--- config.mk ---
export PLATFORM = sky130hd
export DESIGN_NAME = udp_receive_checker_top
export DESIGN_NICKNAME = d
export VERILOG_FILES = /design/src/urc_pkg.sv /design/src/urc_front.sv /design/src/urc_queue.sv /design/src/urc_back.sv /design/src/udp_receive_checker_top.sv
export SDC_FILE = /design/constraint.sdc
export NUM_CORES = 1
export LEC_CHECK = 0
export BUFFER_PORTS_ARGS = -buffer_cell sky130_fd_sc_hd__clkbuf_2
export CAP_MARGIN = 20
export CORE_UTILIZATION = 35
export CTS_CLUSTER_DIAMETER = 150
export DETAILED_ROUTE_END_ITERATION = 8
export GPL_TIMING_DRIVEN = 0
export PLACE_DENSITY = 0.59
export REMOVE_ABC_BUFFERS = 1
export SYNTH_ARGS = -nofsm -noshare
export SYNTH_HDL_FRONTEND = slang
export SYNTH_SLANG_ARGS = --single-unit
--- constraint.sdc ---
create_clock -name clock -period 10.8 [get_ports clock]
set_clock_uncertainty 0.1 [all_clocks]
set_input_delay 1.08 -clock clock [delete_from_list [all_inputs] [get_ports clock]]
set_output_delay 1.08 -clock clock [all_outputs]
set_load 0.1 [all_outputs]
--- src/urc_pkg.sv ---
// urc_pkg: shared types, constants and the checksum helper of the udp receive checker
// used by urc_front, urc_queue, urc_back and udp_receive_checker_top
// depends on nothing
package urc_pkg;

   // header geometry
   localparam logic [5:0]  MIN_IP_HEADER = 6'd20;
   localparam logic [15:0] UDP_HEADER    = 16'd8;
   localparam logic [15:0] POS_MAX       = 16'hFFFF;
   localparam logic [15:0] SUM_GOOD      = 16'hFFFF;

   // fixed ip header byte positions
   localparam logic [15:0] POS_VER_IHL   = 16'd0;
   localparam logic [15:0] POS_LEN_HI    = 16'd2;
   localparam logic [15:0] POS_LEN_LO    = 16'd3;
   localparam logic [15:0] POS_PROTOCOL  = 16'd9;
   localparam logic [15:0] POS_ADDR_LO   = 16'd12;
   localparam logic [15:0] POS_ADDR_HI   = 16'd19;

   // udp header byte offsets
   localparam logic [15:0] OFF_ULEN_HI   = 16'd4;
   localparam logic [15:0] OFF_ULEN_LO   = 16'd5;
   localparam logic [15:0] OFF_CKS_HI    = 16'd6;
   localparam logic [15:0] OFF_CKS_LO    = 16'd7;

   // summary queue geometry
   localparam int QUEUE_DEPTH      = 4;
   localparam int QUEUE_PTR_BITS   = $clog2(QUEUE_DEPTH);
   localparam int QUEUE_COUNT_BITS = $clog2(QUEUE_DEPTH + 1);

   // statistic counter slots
   localparam int CNT_SEEN      = 0;
   localparam int CNT_SHORT     = 1;
   localparam int CNT_LENGTH    = 2;
   localparam int CNT_CHECKSUM  = 3;
   localparam int CNT_BROADCAST = 4;
   localparam int NUM_COUNTERS  = 5;

   // result width: outcome plus five 32-bit counters, padded to whole bytes
   localparam int RSP_BITS      = 3 + 5 * 32;
   localparam int RSP_DATA_BITS = ((RSP_BITS + 7) / 8) * 8;

   typedef enum logic [2:0] {
      OUTCOME_SHORT          = 3'd0,
      OUTCOME_BAD_LENGTH     = 3'd1,
      OUTCOME_BAD_CHECKSUM   = 3'd2,
      OUTCOME_BROADCAST      = 3'd3,
      OUTCOME_PORT_UNREACH   = 3'd4
   } outcome_type;

   // what the parser hands over at the end of a packet
   typedef struct packed {
      logic [15:0] sum;
      logic [7:0]  pad_hi;
      logic        pad_odd;
      logic        too_short;
      logic        len_bad;
      logic        cks_present;
      logic        bcast;
   } summary_type;

   // ones-complement add of one 16-bit word, folded back to 16 bits
   function automatic logic [15:0] add_word(input logic [15:0] s, input logic [15:0] w);
      logic [16:0] a;
      a = {1'b0, s} + {1'b0, w};
      return a[15:0] + {15'b0, a[16]};
   endfunction

endpackage

--- src/urc_front.sv ---
// urc_front: byte parser of the udp receive checker, one packet byte per cycle in which byte_fire is high
// tracks header fields and the running checksum, emits a summary per packet
// depends on urc_pkg
module urc_front (
   input  logic                 clock,
   input  logic                 reset,
   input  logic                 byte_fire,
   input  logic [7:0]           data_byte,
   input  logic                 last_byte,
   input  logic                 link_broadcast,
   output logic                 push_valid,
   output urc_pkg::summary_type push_data
);

   logic [15:0] pos_ff, pos_in;
   logic [5:0]  hdr_ff, hdr_in;
   logic [15:0] total_ff, total_in;
   logic [15:0] udp_ff, udp_in;
   logic [15:0] sum_ff, sum_in;
   logic [7:0]  pending_ff, pending_in;
   logic        cks_ff, cks_in;

   logic        active;
   logic        in_udp;
   logic [15:0] off;
   logic        udp_summed;
   logic [5:0]  hdr_raw;
   logic [15:0] sum_a;
   logic [15:0] hdr_wide;
   logic [15:0] rcv;
   logic [15:0] lim;
   logic [15:0] payload;

   // per-byte header parsing and checksum accumulation
   always_comb begin
      active     = (pos_ff != urc_pkg::POS_MAX);
      pos_in     = active ? pos_ff + 16'd1 : pos_ff;
      hdr_raw    = {data_byte[3:0], 2'b00};
      hdr_in     = hdr_ff;
      total_in   = total_ff;
      udp_in     = udp_ff;
      cks_in     = cks_ff;
      pending_in = pending_ff;
      sum_a      = sum_ff;
      sum_in     = sum_ff;
      in_udp     = active && (pos_ff >= {10'b0, hdr_ff});
      off        = pos_ff - {10'b0, hdr_ff};
      udp_summed = in_udp && ((off < urc_pkg::UDP_HEADER) || (off < udp_ff));

      if (active && pos_ff == urc_pkg::POS_VER_IHL) begin
         hdr_in = (hdr_raw < urc_pkg::MIN_IP_HEADER) ? urc_pkg::MIN_IP_HEADER : hdr_raw;
      end
      if (active && pos_ff == urc_pkg::POS_LEN_HI) begin
         total_in = {data_byte, 8'h00};
      end
      if (active && pos_ff == urc_pkg::POS_LEN_LO) begin
         total_in = {total_ff[15:8], data_byte};
      end

      // protocol byte joins the pseudo-header
      if (active && pos_ff == urc_pkg::POS_PROTOCOL) begin
         sum_a = urc_pkg::add_word(sum_ff, {8'h00, data_byte});
      end

      // source and destination addresses, in 16-bit words
      if (active && (pos_ff inside {[urc_pkg::POS_ADDR_LO:urc_pkg::POS_ADDR_HI]})) begin
         if (!pos_ff[0]) begin
            pending_in = data_byte;
         end else begin
            sum_a = urc_pkg::add_word(sum_ff, {pending_ff, data_byte});
         end
      end

      // udp header fields
      if (in_udp && off == urc_pkg::OFF_ULEN_HI) begin
         udp_in = {data_byte, 8'h00};
      end
      if (in_udp && off == urc_pkg::OFF_ULEN_LO) begin
         udp_in = {udp_ff[15:8], data_byte};
      end
      if (in_udp && off == urc_pkg::OFF_CKS_HI) begin
         cks_in = (data_byte != 8'h00);
      end
      if (in_udp && off == urc_pkg::OFF_CKS_LO) begin
         cks_in = cks_ff || (data_byte != 8'h00);
      end

      // udp segment words up to the udp length
      if (udp_summed) begin
         if (!off[0]) begin
            pending_in = data_byte;
         end else begin
            sum_a = urc_pkg::add_word(sum_ff, {pending_ff, data_byte});
         end
      end

      // udp length counts twice: once in the segment, once in the pseudo-header
      sum_in = sum_a;
      if (in_udp && off == urc_pkg::OFF_ULEN_LO) begin
         sum_in = urc_pkg::add_word(sum_a, udp_in);
      end
   end

   // end-of-packet checks on the updated fields
   always_comb begin
      hdr_wide = {10'b0, hdr_in};
      rcv      = pos_in - hdr_wide;
      lim      = (udp_in < urc_pkg::UDP_HEADER) ? urc_pkg::UDP_HEADER : udp_in;
      payload  = (total_in >= hdr_wide) ? total_in - hdr_wide : 16'd0;

      push_valid            = byte_fire && last_byte;
      push_data.sum         = sum_in;
      push_data.pad_hi      = pending_in;
      push_data.pad_odd     = (pos_in > hdr_wide) && ((rcv < lim) ? rcv[0] : lim[0]);
      push_data.too_short   = ({1'b0, pos_in} < ({1'b0, hdr_wide} + 17'd8));
      push_data.len_bad     = (udp_in > payload) || (udp_in < urc_pkg::UDP_HEADER);
      push_data.cks_present = cks_in;
      push_data.bcast       = link_broadcast;
   end

   // packet state, cleared after every last byte
   always_ff @(posedge clock) begin
      if (reset || (byte_fire && last_byte)) begin
         pos_ff     <= '0;
         hdr_ff     <= '0;
         total_ff   <= '0;
         udp_ff     <= '0;
         sum_ff     <= '0;
         pending_ff <= '0;
         cks_ff     <= 1'b0;
      end else if (byte_fire) begin
         pos_ff     <= pos_in;
         hdr_ff     <= hdr_in;
         total_ff   <= total_in;
         udp_ff     <= udp_in;
         sum_ff     <= sum_in;
         pending_ff <= pending_in;
         cks_ff     <= cks_in;
      end
   end

endmodule

--- src/urc_queue.sv ---
// urc_queue: short queue of packet summaries between parser and result stage
// depends on urc_pkg
module urc_queue (
   input  logic                 clock,
   input  logic                 reset,
   input  logic                 push_valid,
   output logic                 push_ready,
   input  urc_pkg::summary_type push_data,
   output logic                 pop_valid,
   input  logic                 pop_ready,
   output urc_pkg::summary_type pop_data
);

   localparam logic [urc_pkg::QUEUE_PTR_BITS-1:0] PTR_LAST =
      urc_pkg::QUEUE_PTR_BITS'(urc_pkg::QUEUE_DEPTH - 1);
   localparam logic [urc_pkg::QUEUE_COUNT_BITS-1:0] COUNT_FULL =
      urc_pkg::QUEUE_COUNT_BITS'(urc_pkg::QUEUE_DEPTH);

   urc_pkg::summary_type                  entries_ff [urc_pkg::QUEUE_DEPTH];
   logic [urc_pkg::QUEUE_PTR_BITS-1:0]    wr_ptr_ff, wr_ptr_in;
   logic [urc_pkg::QUEUE_PTR_BITS-1:0]    rd_ptr_ff, rd_ptr_in;
   logic [urc_pkg::QUEUE_COUNT_BITS-1:0]  count_ff, count_in;
   logic                                  do_push;
   logic                                  do_pop;

   // pointer and fill bookkeeping
   always_comb begin
      push_ready = (count_ff != COUNT_FULL);
      pop_valid  = (count_ff != '0);
      pop_data   = entries_ff[rd_ptr_ff];
      do_push    = push_valid && push_ready;
      do_pop     = pop_valid && pop_ready;
      wr_ptr_in  = wr_ptr_ff;
      rd_ptr_in  = rd_ptr_ff;
      count_in   = count_ff;
      if (do_push) begin
         wr_ptr_in = (wr_ptr_ff == PTR_LAST) ? '0 : wr_ptr_ff + 1'b1;
      end
      if (do_pop) begin
         rd_ptr_in = (rd_ptr_ff == PTR_LAST) ? '0 : rd_ptr_ff + 1'b1;
      end
      if (do_push && !do_pop) begin
         count_in = count_ff + 1'b1;
      end else if (do_pop && !do_push) begin
         count_in = count_ff - 1'b1;
      end
   end

   always_ff @(posedge clock) begin
      if (reset) begin
         wr_ptr_ff <= '0;
         rd_ptr_ff <= '0;
         count_ff  <= '0;
      end else begin
         wr_ptr_ff <= wr_ptr_in;
         rd_ptr_ff <= rd_ptr_in;
         count_ff  <= count_in;
      end
   end

   // entry storage
   always_ff @(posedge clock) begin
      if (do_push) begin
         entries_ff[wr_ptr_ff] <= push_data;
      end
   end

endmodule

--- src/urc_back.sv ---
// urc_back: classifies each packet summary, updates saturating statistics
// and holds the result transaction until it is taken; depends on urc_pkg
module urc_back #(
   parameter int COUNTER_BITS = 32
) (
   input  logic                               clock,
   input  logic                               reset,
   input  logic                               pop_valid,
   output logic                               pop_ready,
   input  urc_pkg::summary_type               pop_data,
   output logic                               rsp_valid,
   input  logic                               rsp_ready,
   output logic [urc_pkg::RSP_DATA_BITS-1:0]  rsp_data
);

   localparam logic [COUNTER_BITS-1:0] COUNT_MAX = '1;

   logic [COUNTER_BITS-1:0]             count_ff [urc_pkg::NUM_COUNTERS];
   logic [COUNTER_BITS-1:0]             count_in [urc_pkg::NUM_COUNTERS];
   logic [31:0]                         count_low [urc_pkg::NUM_COUNTERS];
   logic [urc_pkg::NUM_COUNTERS-1:0]    bump;
   logic [15:0]                         sum_final;
   urc_pkg::outcome_type                outcome;
   logic                                rsp_valid_ff;
   logic [urc_pkg::RSP_DATA_BITS-1:0]   rsp_data_ff;
   logic                                take;

   // odd-length padding and outcome priority
   always_comb begin
      sum_final = pop_data.pad_odd ?
                  urc_pkg::add_word(pop_data.sum, {pop_data.pad_hi, 8'h00}) : pop_data.sum;
      if (pop_data.too_short) begin
         outcome = urc_pkg::OUTCOME_SHORT;
      end else if (pop_data.len_bad) begin
         outcome = urc_pkg::OUTCOME_BAD_LENGTH;
      end else if (pop_data.cks_present && sum_final != urc_pkg::SUM_GOOD) begin
         outcome = urc_pkg::OUTCOME_BAD_CHECKSUM;
      end else if (pop_data.bcast) begin
         outcome = urc_pkg::OUTCOME_BROADCAST;
      end else begin
         outcome = urc_pkg::OUTCOME_PORT_UNREACH;
      end
   end

   // which counters this packet bumps
   always_comb begin
      bump = '0;
      bump[urc_pkg::CNT_SEEN] = 1'b1;
      case (outcome)
         urc_pkg::OUTCOME_SHORT:        bump[urc_pkg::CNT_SHORT]     = 1'b1;
         urc_pkg::OUTCOME_BAD_LENGTH:   bump[urc_pkg::CNT_LENGTH]    = 1'b1;
         urc_pkg::OUTCOME_BAD_CHECKSUM: bump[urc_pkg::CNT_CHECKSUM]  = 1'b1;
         urc_pkg::OUTCOME_BROADCAST:    bump[urc_pkg::CNT_BROADCAST] = 1'b1;
         default: ;
      endcase
   end

   // saturating increments and the low 32 bits shown on the result
   for (genvar i = 0; i < urc_pkg::NUM_COUNTERS; i++) begin : g_count
      assign count_in[i] = (bump[i] && count_ff[i] != COUNT_MAX) ?
                           count_ff[i] + COUNTER_BITS'(1) : count_ff[i];
      if (COUNTER_BITS >= 32) begin : g_wide
         assign count_low[i] = count_in[i][31:0];
      end else begin : g_narrow
         assign count_low[i] = {{(32 - COUNTER_BITS){1'b0}}, count_in[i]};
      end
   end

   // a summary is taken when the output register is free or being emptied
   assign take      = pop_valid && (!rsp_valid_ff || rsp_ready);
   assign pop_ready = !rsp_valid_ff || rsp_ready;
   assign rsp_valid = rsp_valid_ff;
   assign rsp_data  = rsp_data_ff;

   always_ff @(posedge clock) begin
      if (reset) begin
         rsp_valid_ff <= 1'b0;
         for (int i = 0; i < urc_pkg::NUM_COUNTERS; i++) begin
            count_ff[i] <= '0;
         end
      end else begin
         if (take) begin
            rsp_valid_ff <= 1'b1;
            for (int i = 0; i < urc_pkg::NUM_COUNTERS; i++) begin
               count_ff[i] <= count_in[i];
            end
         end else if (rsp_ready) begin
            rsp_valid_ff <= 1'b0;
         end
      end
   end

   // result payload register
   always_ff @(posedge clock) begin
      if (take) begin
         rsp_data_ff <= {{(urc_pkg::RSP_DATA_BITS - urc_pkg::RSP_BITS){1'b0}},
                         count_low[urc_pkg::CNT_BROADCAST],
                         count_low[urc_pkg::CNT_CHECKSUM],
                         count_low[urc_pkg::CNT_LENGTH],
                         count_low[urc_pkg::CNT_SHORT],
                         count_low[urc_pkg::CNT_SEEN],
                         outcome};
      end
   end

endmodule

--- src/udp_receive_checker_top.sv ---
// Receive-side UDP checker. Takes an IPv4 packet one byte per cycle from the IP header on,
// with tlast on the final byte, and gives one result transaction per packet: the outcome
// (too short, bad length, bad checksum, broadcast drop, port unreachable) and the five
// saturating statistic counters after this packet. Bytes are taken every cycle: the parser
// has no stall of its own, and its only limit is the four-entry summary queue in front of
// the result register, so req_tready drops only when five packet results wait unread (four
// in the queue behind the one held in the result register).
// After the last byte its summary is written into the queue and then, when the output is free,
// into the result register. Checksum bytes are summed in 16-bit words as they arrive.
// depends on urc_pkg, urc_front, urc_queue, urc_back
module udp_receive_checker_top #(
   parameter int COUNTER_BITS = 32
) (
   input  logic         clock,
   input  logic         reset,
   input  logic         req_tvalid,
   output logic         req_tready,
   input  logic [7:0]   req_tdata,   // [7:0] data_byte
   input  logic         req_tlast,   // last_byte
   input  logic [0:0]   req_tuser,   // [0] link_broadcast
   output logic         rsp_tvalid,
   input  logic         rsp_tready,
   // [2:0] outcome, [34:3] packets_seen, [66:35] short_drops, [98:67] length_drops,
   // [130:99] checksum_drops, [162:131] broadcast_drops, [167:163] zero
   output logic [urc_pkg::RSP_DATA_BITS-1:0] rsp_tdata
);

   urc_pkg::summary_type push_data;
   urc_pkg::summary_type pop_data;
   logic                 push_valid;
   logic                 push_ready;
   logic                 pop_valid;
   logic                 pop_ready;
   logic                 byte_fire;

   // a byte is taken whenever the summary queue has room
   assign req_tready = push_ready;
   assign byte_fire  = req_tvalid && req_tready;

   urc_front u_front (
      .clock          (clock),
      .reset          (reset),
      .byte_fire      (byte_fire),
      .data_byte      (req_tdata),
      .last_byte      (req_tlast),
      .link_broadcast (req_tuser[0]),
      .push_valid     (push_valid),
      .push_data      (push_data)
   );

   urc_queue u_queue (
      .clock      (clock),
      .reset      (reset),
      .push_valid (push_valid),
      .push_ready (push_ready),
      .push_data  (push_data),
      .pop_valid  (pop_valid),
      .pop_ready  (pop_ready),
      .pop_data   (pop_data)
   );

   urc_back #(
      .COUNTER_BITS (COUNTER_BITS)
   ) u_back (
      .clock     (clock),
      .reset     (reset),
      .pop_valid (pop_valid),
      .pop_ready (pop_ready),
      .pop_data  (pop_data),
      .rsp_valid (rsp_tvalid),
      .rsp_ready (rsp_tready),
      .rsp_data  (rsp_tdata)
   );

endmodule
# After elaboration in Yosys (flattened, before gate mapping)
# Memory sizes are Yosys's and may differ from the RTL's. A register that Yosys moved wholly into a read port is not among the register bits.
# Cells that the tools add are included.
dict set report totals {
  regBits 250
  latch_bits 0
  ram_bits 276
  mem_bits_ro 0
  input_bits 14
  out_inout_bits 170
  wordCells 167
  n_memories 2
}
# name depth word_bits read_ports rd_ports_with_merged_regs write_ports line_no
set memory_table {}
lappend memory_table {u_back.count_ff 5 32 5 0 5 urc_back.sv:18} ;# logic [COUNTER_BITS-1:0] count_ff [urc_pkg::NUM_COUNTERS];
lappend memory_table {u_queue.entries_ff 4 29 1 1 1 urc_queue.sv:19} ;# urc_pkg::summary_type entries_ff [urc_pkg::QUEUE_DEPTH];
dict set report op_classes {
  addsub 22
  n_mul 0
  div 0
  n_lt_le_gt_ge 12
  n_eq_ne 20
  shift 0
  mux 56
  bitwise_logic 5
  n_reduce_logical 38
}
# cell n
set ops {}
lappend ops {{32-bit two-way mux} 10}
lappend ops {{16-bit two-way mux} 14}
lappend ops {{32-bit by 1-bit adder with 32-bit output (second input constant)} 5}
lappend ops {{32-bit inequality test (second input constant)} 5}
lappend ops {{16-bit by 1-bit adder with 16-bit output} 4}
lappend ops {{16-bit by 3-bit == test with 1-bit output (second input constant)} 4}
lappend ops {{16-bit by 16-bit adder with 17-bit output} 3}
lappend ops {{16-bit by 6-bit subtractor with 16-bit output} 3}
lappend ops {{16-bit by 2-bit == test with 1-bit output (second input constant)} 2}
lappend ops {{16-bit by 6-bit >= comparator with 1-bit output} 2}
lappend ops {{16-bit < comparator} 2}
lappend ops {{16-bit by 4-bit < comparator with 1-bit output (second input constant)} 2}
lappend ops {{8-bit two-way mux} 4}
lappend ops {{16-bit inequality test (second input constant)} 2}
lappend ops {{1-bit logical AND} 24}
lappend ops {{3-bit two-way mux} 6}
lappend ops {{16-bit by 8-bit adder with 17-bit output} 1}
lappend ops {{16-bit by 17-bit < comparator with 1-bit output} 1}
lappend ops {{16-bit by 1-bit adder with 16-bit output (second input constant)} 1}
lappend ops {{16-bit by 4-bit == test with 1-bit output (second input constant)} 1}
lappend ops {{16-bit by 4-bit >= comparator with 1-bit output (second input constant)} 1}
lappend ops {{16-bit > comparator} 1}
lappend ops {{16-bit by 6-bit > comparator with 1-bit output} 1}
lappend ops {{16-bit by 5-bit less-or-equal comparator with 1-bit output (second input constant)} 1}
lappend ops {{other kinds (20)} 53}

# Longest topological paths before layout
# Gate-level depths: netlist of run 1.
dict set report depth {
  depth_word 13
  mapped_depth 37
  mapped_depth_nobuf 37
}

# By module
# A second synthesis of run 1 with hierarchy kept.
dict set report unflattened {
  hier_cells 2703
  hier_area_um2 30123.9
}
# mod instances cells_per_inst area_per_inst_um2
set by_module_without_submodules {}
lappend by_module_without_submodules {urc_back 1 1174 15391.0}
lappend by_module_without_submodules {urc_front 1 1329 10072.2}
lappend by_module_without_submodules {urc_queue 1 199 4654.5}
lappend by_module_without_submodules {udp_receive_checker_top 1 1 6.3}

# Least setup slack after synthesis of run 1
# No wires, ideal clock.
dict set report synth_path {
  path_kind {in2reg}
  startpoint {input port req_tdata[1]}
  endpoint {memory u_queue.entries_ff[0][28] (netlist name) (data pin)}
  t_arrival_ps 7640
  required_time_ps 10553
  setup_slack_ps 2913
  cell_stages 37
  n_path_buf 1
  path_cell_list {clkbuf_1 -> inv_1 -> fa_1 -> nand2b_1 -> a21oi_1 -> o21ai_1 -> o21ai_0 -> a21o_1 -> o21ai_0 -> a21oi_1 -> o21ai_0 -> nand2b_1 -> ha_1 -> nand2_1 -> nor3_1 -> nand3_1 -> mux2i_1 -> xor2_1 -> mux2_2 -> ha_1 -> nand2_1 -> a211oi_1 -> nor3_1 -> o21ai_0 -> a21o_1 -> a21oi_1 -> nor2b_1 -> o21ai_0 -> nand2b_1 -> ha_1 -> and3_1 -> nand3_1 -> nor4_1 -> inv_1 -> o311a_1 -> a311oi_1 -> and2_1}
}
# item line_no
set synth_lines {}
lappend synth_lines {{start: declaration} udp_receive_checker_top.sv:18} ;# input logic [7:0] req_tdata,
lappend synth_lines {{end: declaration} urc_queue.sv:19}

==> impl_metrics.env, run 1 <==
export IMPL_status="complete, no violations"
export IMPL_path_buf_inv=3
export IMPL_fp_row_count=107
export IMPL_antenna_found_initial=2
export IMPL_setup_viol=0
export IMPL_slew_headroom_pct=28.7
export IMPL_die_area_um2=87100
export IMPL_synthArstFlopShare_pct=0
export IMPL_required_ns=11.15
export IMPL_vias=21500
export IMPL_antenna_cells=0
export IMPL_p_clk_share_pct=19.0
export IMPL_rsz0062_at_grt="no"
export IMPL_clockRootBuffer="clkbuf_16"
export IMPL_crit_top_cell="o21ai_0"
export IMPL_antenna_left=0
export IMPL_comb_power_share_pct=47.6
export IMPL_maxCapViolCount=0
export IMPL_via_per_inst=5.20
export IMPL_endpoint="u_queue.entries_ff[0][28]"
export IMPL_gr_total_overflow=0
export IMPL_rr_worst_depth=31
export IMPL_power_density_nw_per_um2=316
export IMPL_yosysUniqueCellTypes=95
export IMPL_yosysWarnings=0
export IMPL_initial_core_util_pct=35.3
export IMPL_drtIter0Drc=1448
export IMPL_cts_repair_resized=0
export IMPL_drt_pass1_iterations=5
export IMPL_p_int_w=0.00554
export IMPL_p_total_w=0.0108
export IMPL_fmax_ghz=0.107
export IMPL_reg2reg_from="u_front.pos_ff[5]"
export IMPL_power_switching_w=0.00528
export IMPL_ctsHoldBuffers=0
export IMPL_wire_per_inst_um=17.9
export IMPL_grt_pass1_vias=20400
export IMPL_syn_inst=2798
export IMPL_pin_count=184
export IMPL_worstHoldStart="u_front.total_ff[8]"
export IMPL_multi_input_area_um2=14300
export IMPL_slowest_stage="nor4_1"
export IMPL_numClockSinks=528
export IMPL_path_depth=36
export IMPL_post_cts_buffers=0
export IMPL_period_share_pct=86.9
export IMPL_netlist_area_um2=30100
export IMPL_arrival_ns=9.73
export IMPL_syn_to_final_growth_pct=14.0
export IMPL_pwr_share_seq_pct=33.3
export IMPL_grt_max_degree=97
export IMPL_finalCriticalPeriod_ns=9.38
export IMPL_ys_ff_latch=528
export IMPL_seq_area_frac_synth_pct=49.8
export IMPL_gp_congestion=0.885
export IMPL_num_fill_cells=8309
export IMPL_synth_edf_count=439
export IMPL_cts_tree="built"
export IMPL_cp_startpoint="req_tdata[1]"
export IMPL_die_y_um=295
export IMPL_setup_tns_ns=0
export IMPL_grt_pass1_wl_um=115000
export IMPL_drc=0
export IMPL_nNetsFinal=3093
export IMPL_cp_end_kind="flop"
export IMPL_dominantRegCellSynth="edfxtp_1"
export IMPL_wirelength_um=73800
export IMPL_tightestPinTransition_ns=1.06
export IMPL_clkLatencyLatePin_ns=0.64
export IMPL_switching_share_pct=48.8
export IMPL_layout_drive_gt1_share_pct=13.0
export IMPL_worst_r2r_endpoint="u_queue.entries_ff[0][28]"
export IMPL_p_leak_nw=13.3
export IMPL_whs_path_depth=2
export IMPL_dp_hpwl_um=52800
export IMPL_fp_coreArea_um2=85100
export IMPL_critPathTopFamily="compound AO/OA/AOI/OAI gates"
export IMPL_cts_made_buffers=60
export IMPL_h_tree_depth=2
export IMPL_ir_worst_vdd_uv=273
export IMPL_slew_viol_final=0
export IMPL_hold_viol=0
export IMPL_grt_total_usage_pct=16.7
export IMPL_synth_avg_cell_area_um2=10.7
export IMPL_cts_max_path_buffers=3
export IMPL_criticalPathCategory="input pin to flop"
export IMPL_path_max_fanout=12
export IMPL_die_w_um=295
export IMPL_io_buffers=178
export IMPL_critPathMaxStageDelay_ns=0.65
export IMPL_start_kind="input pin"
export IMPL_hold_class="flop to flop"
export IMPL_cts_clk_slew_worst_paths_ns=0.06
export IMPL_regToRegSetupSlack_ns=1.61
export IMPL_regArea_um2=15000
==> how the worst min path moves through the flow <==
stage                      endpoint  slack, ns
3_5_place_dp    u_front.total_ff[8]       0.35
3_3_place_gp    u_front.total_ff[2]       0.34
4_1_cts         u_front.total_ff[8]       0.35
6_report        u_front.total_ff[8]       0.35
2_1_floorplan  u_front.total_ff[13]       0.34
5_1_grt         u_front.total_ff[8]       0.37
==> state kept, by name, indices dropped and copies added, names as in the netlist, named ones only <==
name and flops:
u_back.count_ff 160, u_back.rsp_data 163, u_back.rsp_valid 1, u_front.sum_ff 16, u_queue.count_ff 3, u_front.cks_ff 1, u_queue.wr_ptr_ff 2, u_front.pos_ff 16
u_front.hdr_ff 6, u_front.udp_ff 16, u_front.total_ff 16, u_front.pending_ff 8, u_queue.entries_ff 116, u_queue.rd_ptr_ff 2
==> cell usage after synthesis, types with 68 or more instances <==
cell type  count  area share [%]
a21oi_1      123             2.0
and2_1       140             2.9
clkbuf_1      96             1.2
dfxtp_1       89             5.9
edfxtp_1     439              44
ha_1         134             5.6
inv_1        106             1.3
mux2i_1       68             2.3
nand2_1      257             3.2
nand3_1      104             1.7
nand4_1       88             1.8
nor2_1       208             2.6
o21ai_0       77             1.3
xnor2_1      142             4.1
xor2_1       117             3.4
==> power groups by stage <==
stage          Sequential (W)  Combinational (W)  Clock, W
3_5_place_dp          0.00365            0.00517         0
2_1_floorplan         0.00596            0.00178         0
4_1_cts               0.00361            0.00519   0.00211
5_1_grt               0.00370            0.00550   0.00219
6_report              0.00361            0.00515   0.00206
3_3_place_gp          0.00379            0.00504         0
==> layout by cell type (no fill, tap or decap), types with 8 or more instances in the layout <==
cell type  instances
and2_1           139
a211oi_1          29
edfxtp_1         439
xnor2_1          142
nor3_1            53
and3_1            35
a21o_1            44
nand2b_1          26
a22oi_1            9
a31oi_1            8
ha_1             134
inv_1            105
clkinv_1          12
o211ai_1          13
mux4_2            25
clkinv_2           9
or3_1             38
mux2i_1           68
clkbuf_16         61
o21a_1            23
nor2b_1           22
nor2_1           206
and4_1            20
nand3_1          104
clkbuf_2         178
or2_2             12
nand2_1          256
nor4_1            19
a21oi_1          123
or4_1             19
mux2_2            19
clkbuf_1          16
xor2_1           117
o21ai_0           77
dfxtp_1           87
nand4_1           88
==> layer usage <==
layer	vias up	GRT usage (%)	part of all wire, %
met3	107	2.90	5.7
li1	10600	-	-
met4	0	4.49	2.2
met2	511	26.4	45
met5	-	0	0
met1	10300	23.3	47
==> cell type report <==
cell class                 count  area share, %
tap                         1144           4.18
clock buffer                  78           4.67
multi-input combinational   2047           41.7
timing repair buffer         195           3.47
inverter                     106           1.18
clock inverter                35           1.15
sequential                   528           43.7
==> worst reg2reg max path, delay by kind of cell (launching register included) <==
kind,cells,cell delay [ns]
compound gates,13,3.16
xor+xnor,1,0.14
fa+ha+maj,4,1.37
buf+inv,1,0.15
flops,1,0.67
mux,1,0.66
simple gates,11,2.80
==> per-stage QoR <==
stage	worst slack, ns	instances	hold WS [ns]	utilization (%)	cell area [µm²]
final	1.42	4133	0.351	40.2	34300
after global placement	0.492	4003	0.343	37.5	31900
after CTS	1.55	4132	0.355	40.2	34300
after global routing	0.765	4133	0.367	40.2	34300
after floorplan	3.16	2681	0.336	-	29600
after detailed placement	0.890	4019	0.347	37.9	32300
==> cells by family after synthesis <==
group / synth area share (%)
multiplexers: 5.09
buffers and inverters: 2.98
AO/OA/AOI/OAI: 9.85
AND/OR/NAND/NOR: 18.7
flip-flops: 49.8
XOR/XNOR: 7.55
adder cells (fa/ha/maj): 6.08
other: 0.0125
No activity file was read; power rests on OpenSTA's default activity.
==> run 2: changes to the inputs <==
Settings changed: ABC_AREA set to 1, CORE_MARGIN set to 4.
==> run 2 against run 1 <==
Compared with the run above:
- core utilization up 0.088 points
- setup slack better by 0.27 ns
- cell count up 25%
- area after synthesis up 5.2%
- critical endpoint is now u_queue.entries_ff[0][27]
- highest routed layer is now met5
==> impl_metrics.env, run 2 <==
export IMPL_io_buffers=178
export IMPL_grt_total_usage_pct=16.9
export IMPL_required_ns=11.03
export IMPL_h_tree_depth=2
export IMPL_ys_ff_latch=528
export IMPL_cts_repair_resized=0
export IMPL_multi_input_area_um2=14300
export IMPL_dominantRegCellSynth="edfxtp_1"
export IMPL_wire_per_inst_um=15.8
export IMPL_regArea_um2=15000
export IMPL_antenna_found_initial=2
export IMPL_hold_class="flop to flop"
export IMPL_drtIter0Drc=1869
export IMPL_status="complete, no violations"
export IMPL_criticalPathCategory="input pin to flop"
export IMPL_synthArstFlopShare_pct=0
export IMPL_synth_edf_count=439
export IMPL_yosysTopAreaCell="edfxtp_1"
export IMPL_maxCapViolCount=0
export IMPL_crit_top_cell="nand2_1"
export IMPL_wirelength_um=81900
export IMPL_yosysWarnings=0
export IMPL_mostFrequentLayoutCells="847 x nand2_1, 518 x inv_1, 439 x edfxtp_1"
export IMPL_clockRootBuffer="clkbuf_16"
export IMPL_finalCriticalPeriod_ns=9.12
export IMPL_fmax_ghz=0.110
export IMPL_vias=25500
export IMPL_synth_avg_cell_area_um2=8.33
export IMPL_nNetsFinal=4119
export IMPL_largest_reg_flops=163
export IMPL_pre_cts_slack_ns=1.22
export IMPL_path_max_fanout=6
export IMPL_arrival_ns=9.35
export IMPL_grt_max_degree=85
export IMPL_pin_count=184
export IMPL_yosysMostFrequentCell="nand2_1"
export IMPL_cts_tree="built"
export IMPL_cts_clk_slew_worst_paths_ns=0.06
export IMPL_period_share_pct=84.4
export IMPL_numClockSinks=528
export IMPL_dp_hpwl_um=60000
export IMPL_initial_core_util_pct=35.5
export IMPL_cts_max_path_buffers=3
export IMPL_synth_common_cells="850 x nand2_1, 519 x inv_1, 439 x edfxtp_1, 418 x nor2_1, 216 x a21oi_1"
export IMPL_setup_viol=0
export IMPL_slew_headroom_pct=24.7
export IMPL_layout_drive_gt1_share_pct=9.57
export IMPL_post_cts_buffers=0
export IMPL_antenna_left=0
export IMPL_fp_coreArea_um2=89100
export IMPL_die_y_um=309
export IMPL_start_kind="input pin"
export IMPL_synthTopCellsByArea="edfxtp_1 42%, nand2_1 10%, inv_1 6.2%"
export IMPL_gr_total_overflow=0
export IMPL_via_per_inst=4.92
export IMPL_slowest_stage="fa_1"
export IMPL_ctsHoldBuffers=0
export IMPL_synth_top_cell_area_share_pct=41.7
export IMPL_design_area_um2=35900
export IMPL_num_fill_cells=8966
export IMPL_critPathMaxStageDelay_ns=0.54
export IMPL_slew_viol_final=0
export IMPL_final_common_cell="nand2_1"
export IMPL_cp_end_kind="flop"
export IMPL_drt_pass1_iterations=5
export IMPL_yosysUniqueCellTypes=64
export IMPL_seq_area_frac_synth_pct=47.3
export IMPL_tightestPinTransition_ns=1.12
export IMPL_cts_made_buffers=58
export IMPL_gp_congestion=0.919
export IMPL_netlist_area_um2=31600
export IMPL_grt_pass1_wl_um=129000
export IMPL_setup_tns_ns=0
export IMPL_clkLatencyLatePin_ns=0.64
export IMPL_fp_row_count=109
export IMPL_drc=0
export IMPL_post_dp_cell_area_um2=34100
export IMPL_syn_inst=3796
export IMPL_setup_slack_ns=1.68
export IMPL_syn_to_final_growth_pct=13.5
export IMPL_hold_viol=0
export IMPL_die_area_um2=95200
export IMPL_die_w_um=309
export IMPL_rsz0062_at_grt="no"
export IMPL_grt_pass1_vias=23900
export IMPL_antenna_cells=0
## run 2: cell count changes after synthesis, moves of 111 or more
cell,previous run,this run
inv_1,106,519
and2_1,140,25
o21ai_0,77,188
nor2_1,208,418
nand2_1,257,850
## run 2: area by class of cell
type,instances,share of cell area (%)
Timing Repair Buffer,201,3.82
Clock inverter,35,0.843
Inverter,537,5.63
Clock buffer,73,4.26
Tap cell,1165,4.06
Sequential cell,528,41.7
Multi-Input combinational cell,2638,39.7
## run 2: worst max-delay path, delay by kind of cell
kind	cells	cell delay, ns
fa+ha+maj	5	1.47
buf+inv	4	0.65
simple gates	37	4.80
compound gates	7	1.20
xor+xnor	1	0.13
## run 2: path summary, 6_finish.rpt
kind	start	endpoint	slack, ns	depth (start not counted)
worst max-delay path	req_tdata[1]	u_queue.entries_ff[0][27]	1.68	54
worst min-delay path	u_front.hdr_ff[2]	u_front.hdr_ff[2]	0.36	2
worst max register to register	u_front.pos_ff[0]	u_queue.entries_ff[0][27]	1.74	52
worst min register to register	u_front.hdr_ff[2]	u_front.hdr_ff[2]	0.36	2
## run 2: cell families after synthesis
family,count (synthesis),share of synthesized area (%)
xor gates and xnor gates,209,5.79
other,1,0.0119
AOI/OAI and AO/OA,502,8.66
and+or+nand+nor,1780,24.6
buffers and inverters,634,7.88
muxes,1,0.0317
DFF,528,47.3
adders and majority gates,141,5.74
## run 2: per-layer routing
layer	vias to the layer above	part of all wire (%)	routed length (µm)	global-route usage, %
met5	-	0.016	13	0
li1	13000	-	-	-
met4	2	2.6	2090	4.89
met1	11800	46	37600	22.7
met3	119	5.1	4190	2.27
met2	582	46	38000	28.4
## run 2: through the flow
| stage | cells | utilization, % | hold slack, ns |
|---|---|---|---|
| after floorplan | 3703 | - | 0.339 |
| after global placement | 5046 | 37.6 | 0.350 |
| after detailed placement | 5068 | 38.2 | 0.353 |
| after CTS | 5176 | 40.3 | 0.362 |
| after global routing | 5177 | 40.3 | 0.398 |
| final | 5177 | 40.3 | 0.362 |
Power of run 2 is not shown: default switching activity piles up to over one toggle a cycle in this logic, so the estimate is an artifact.
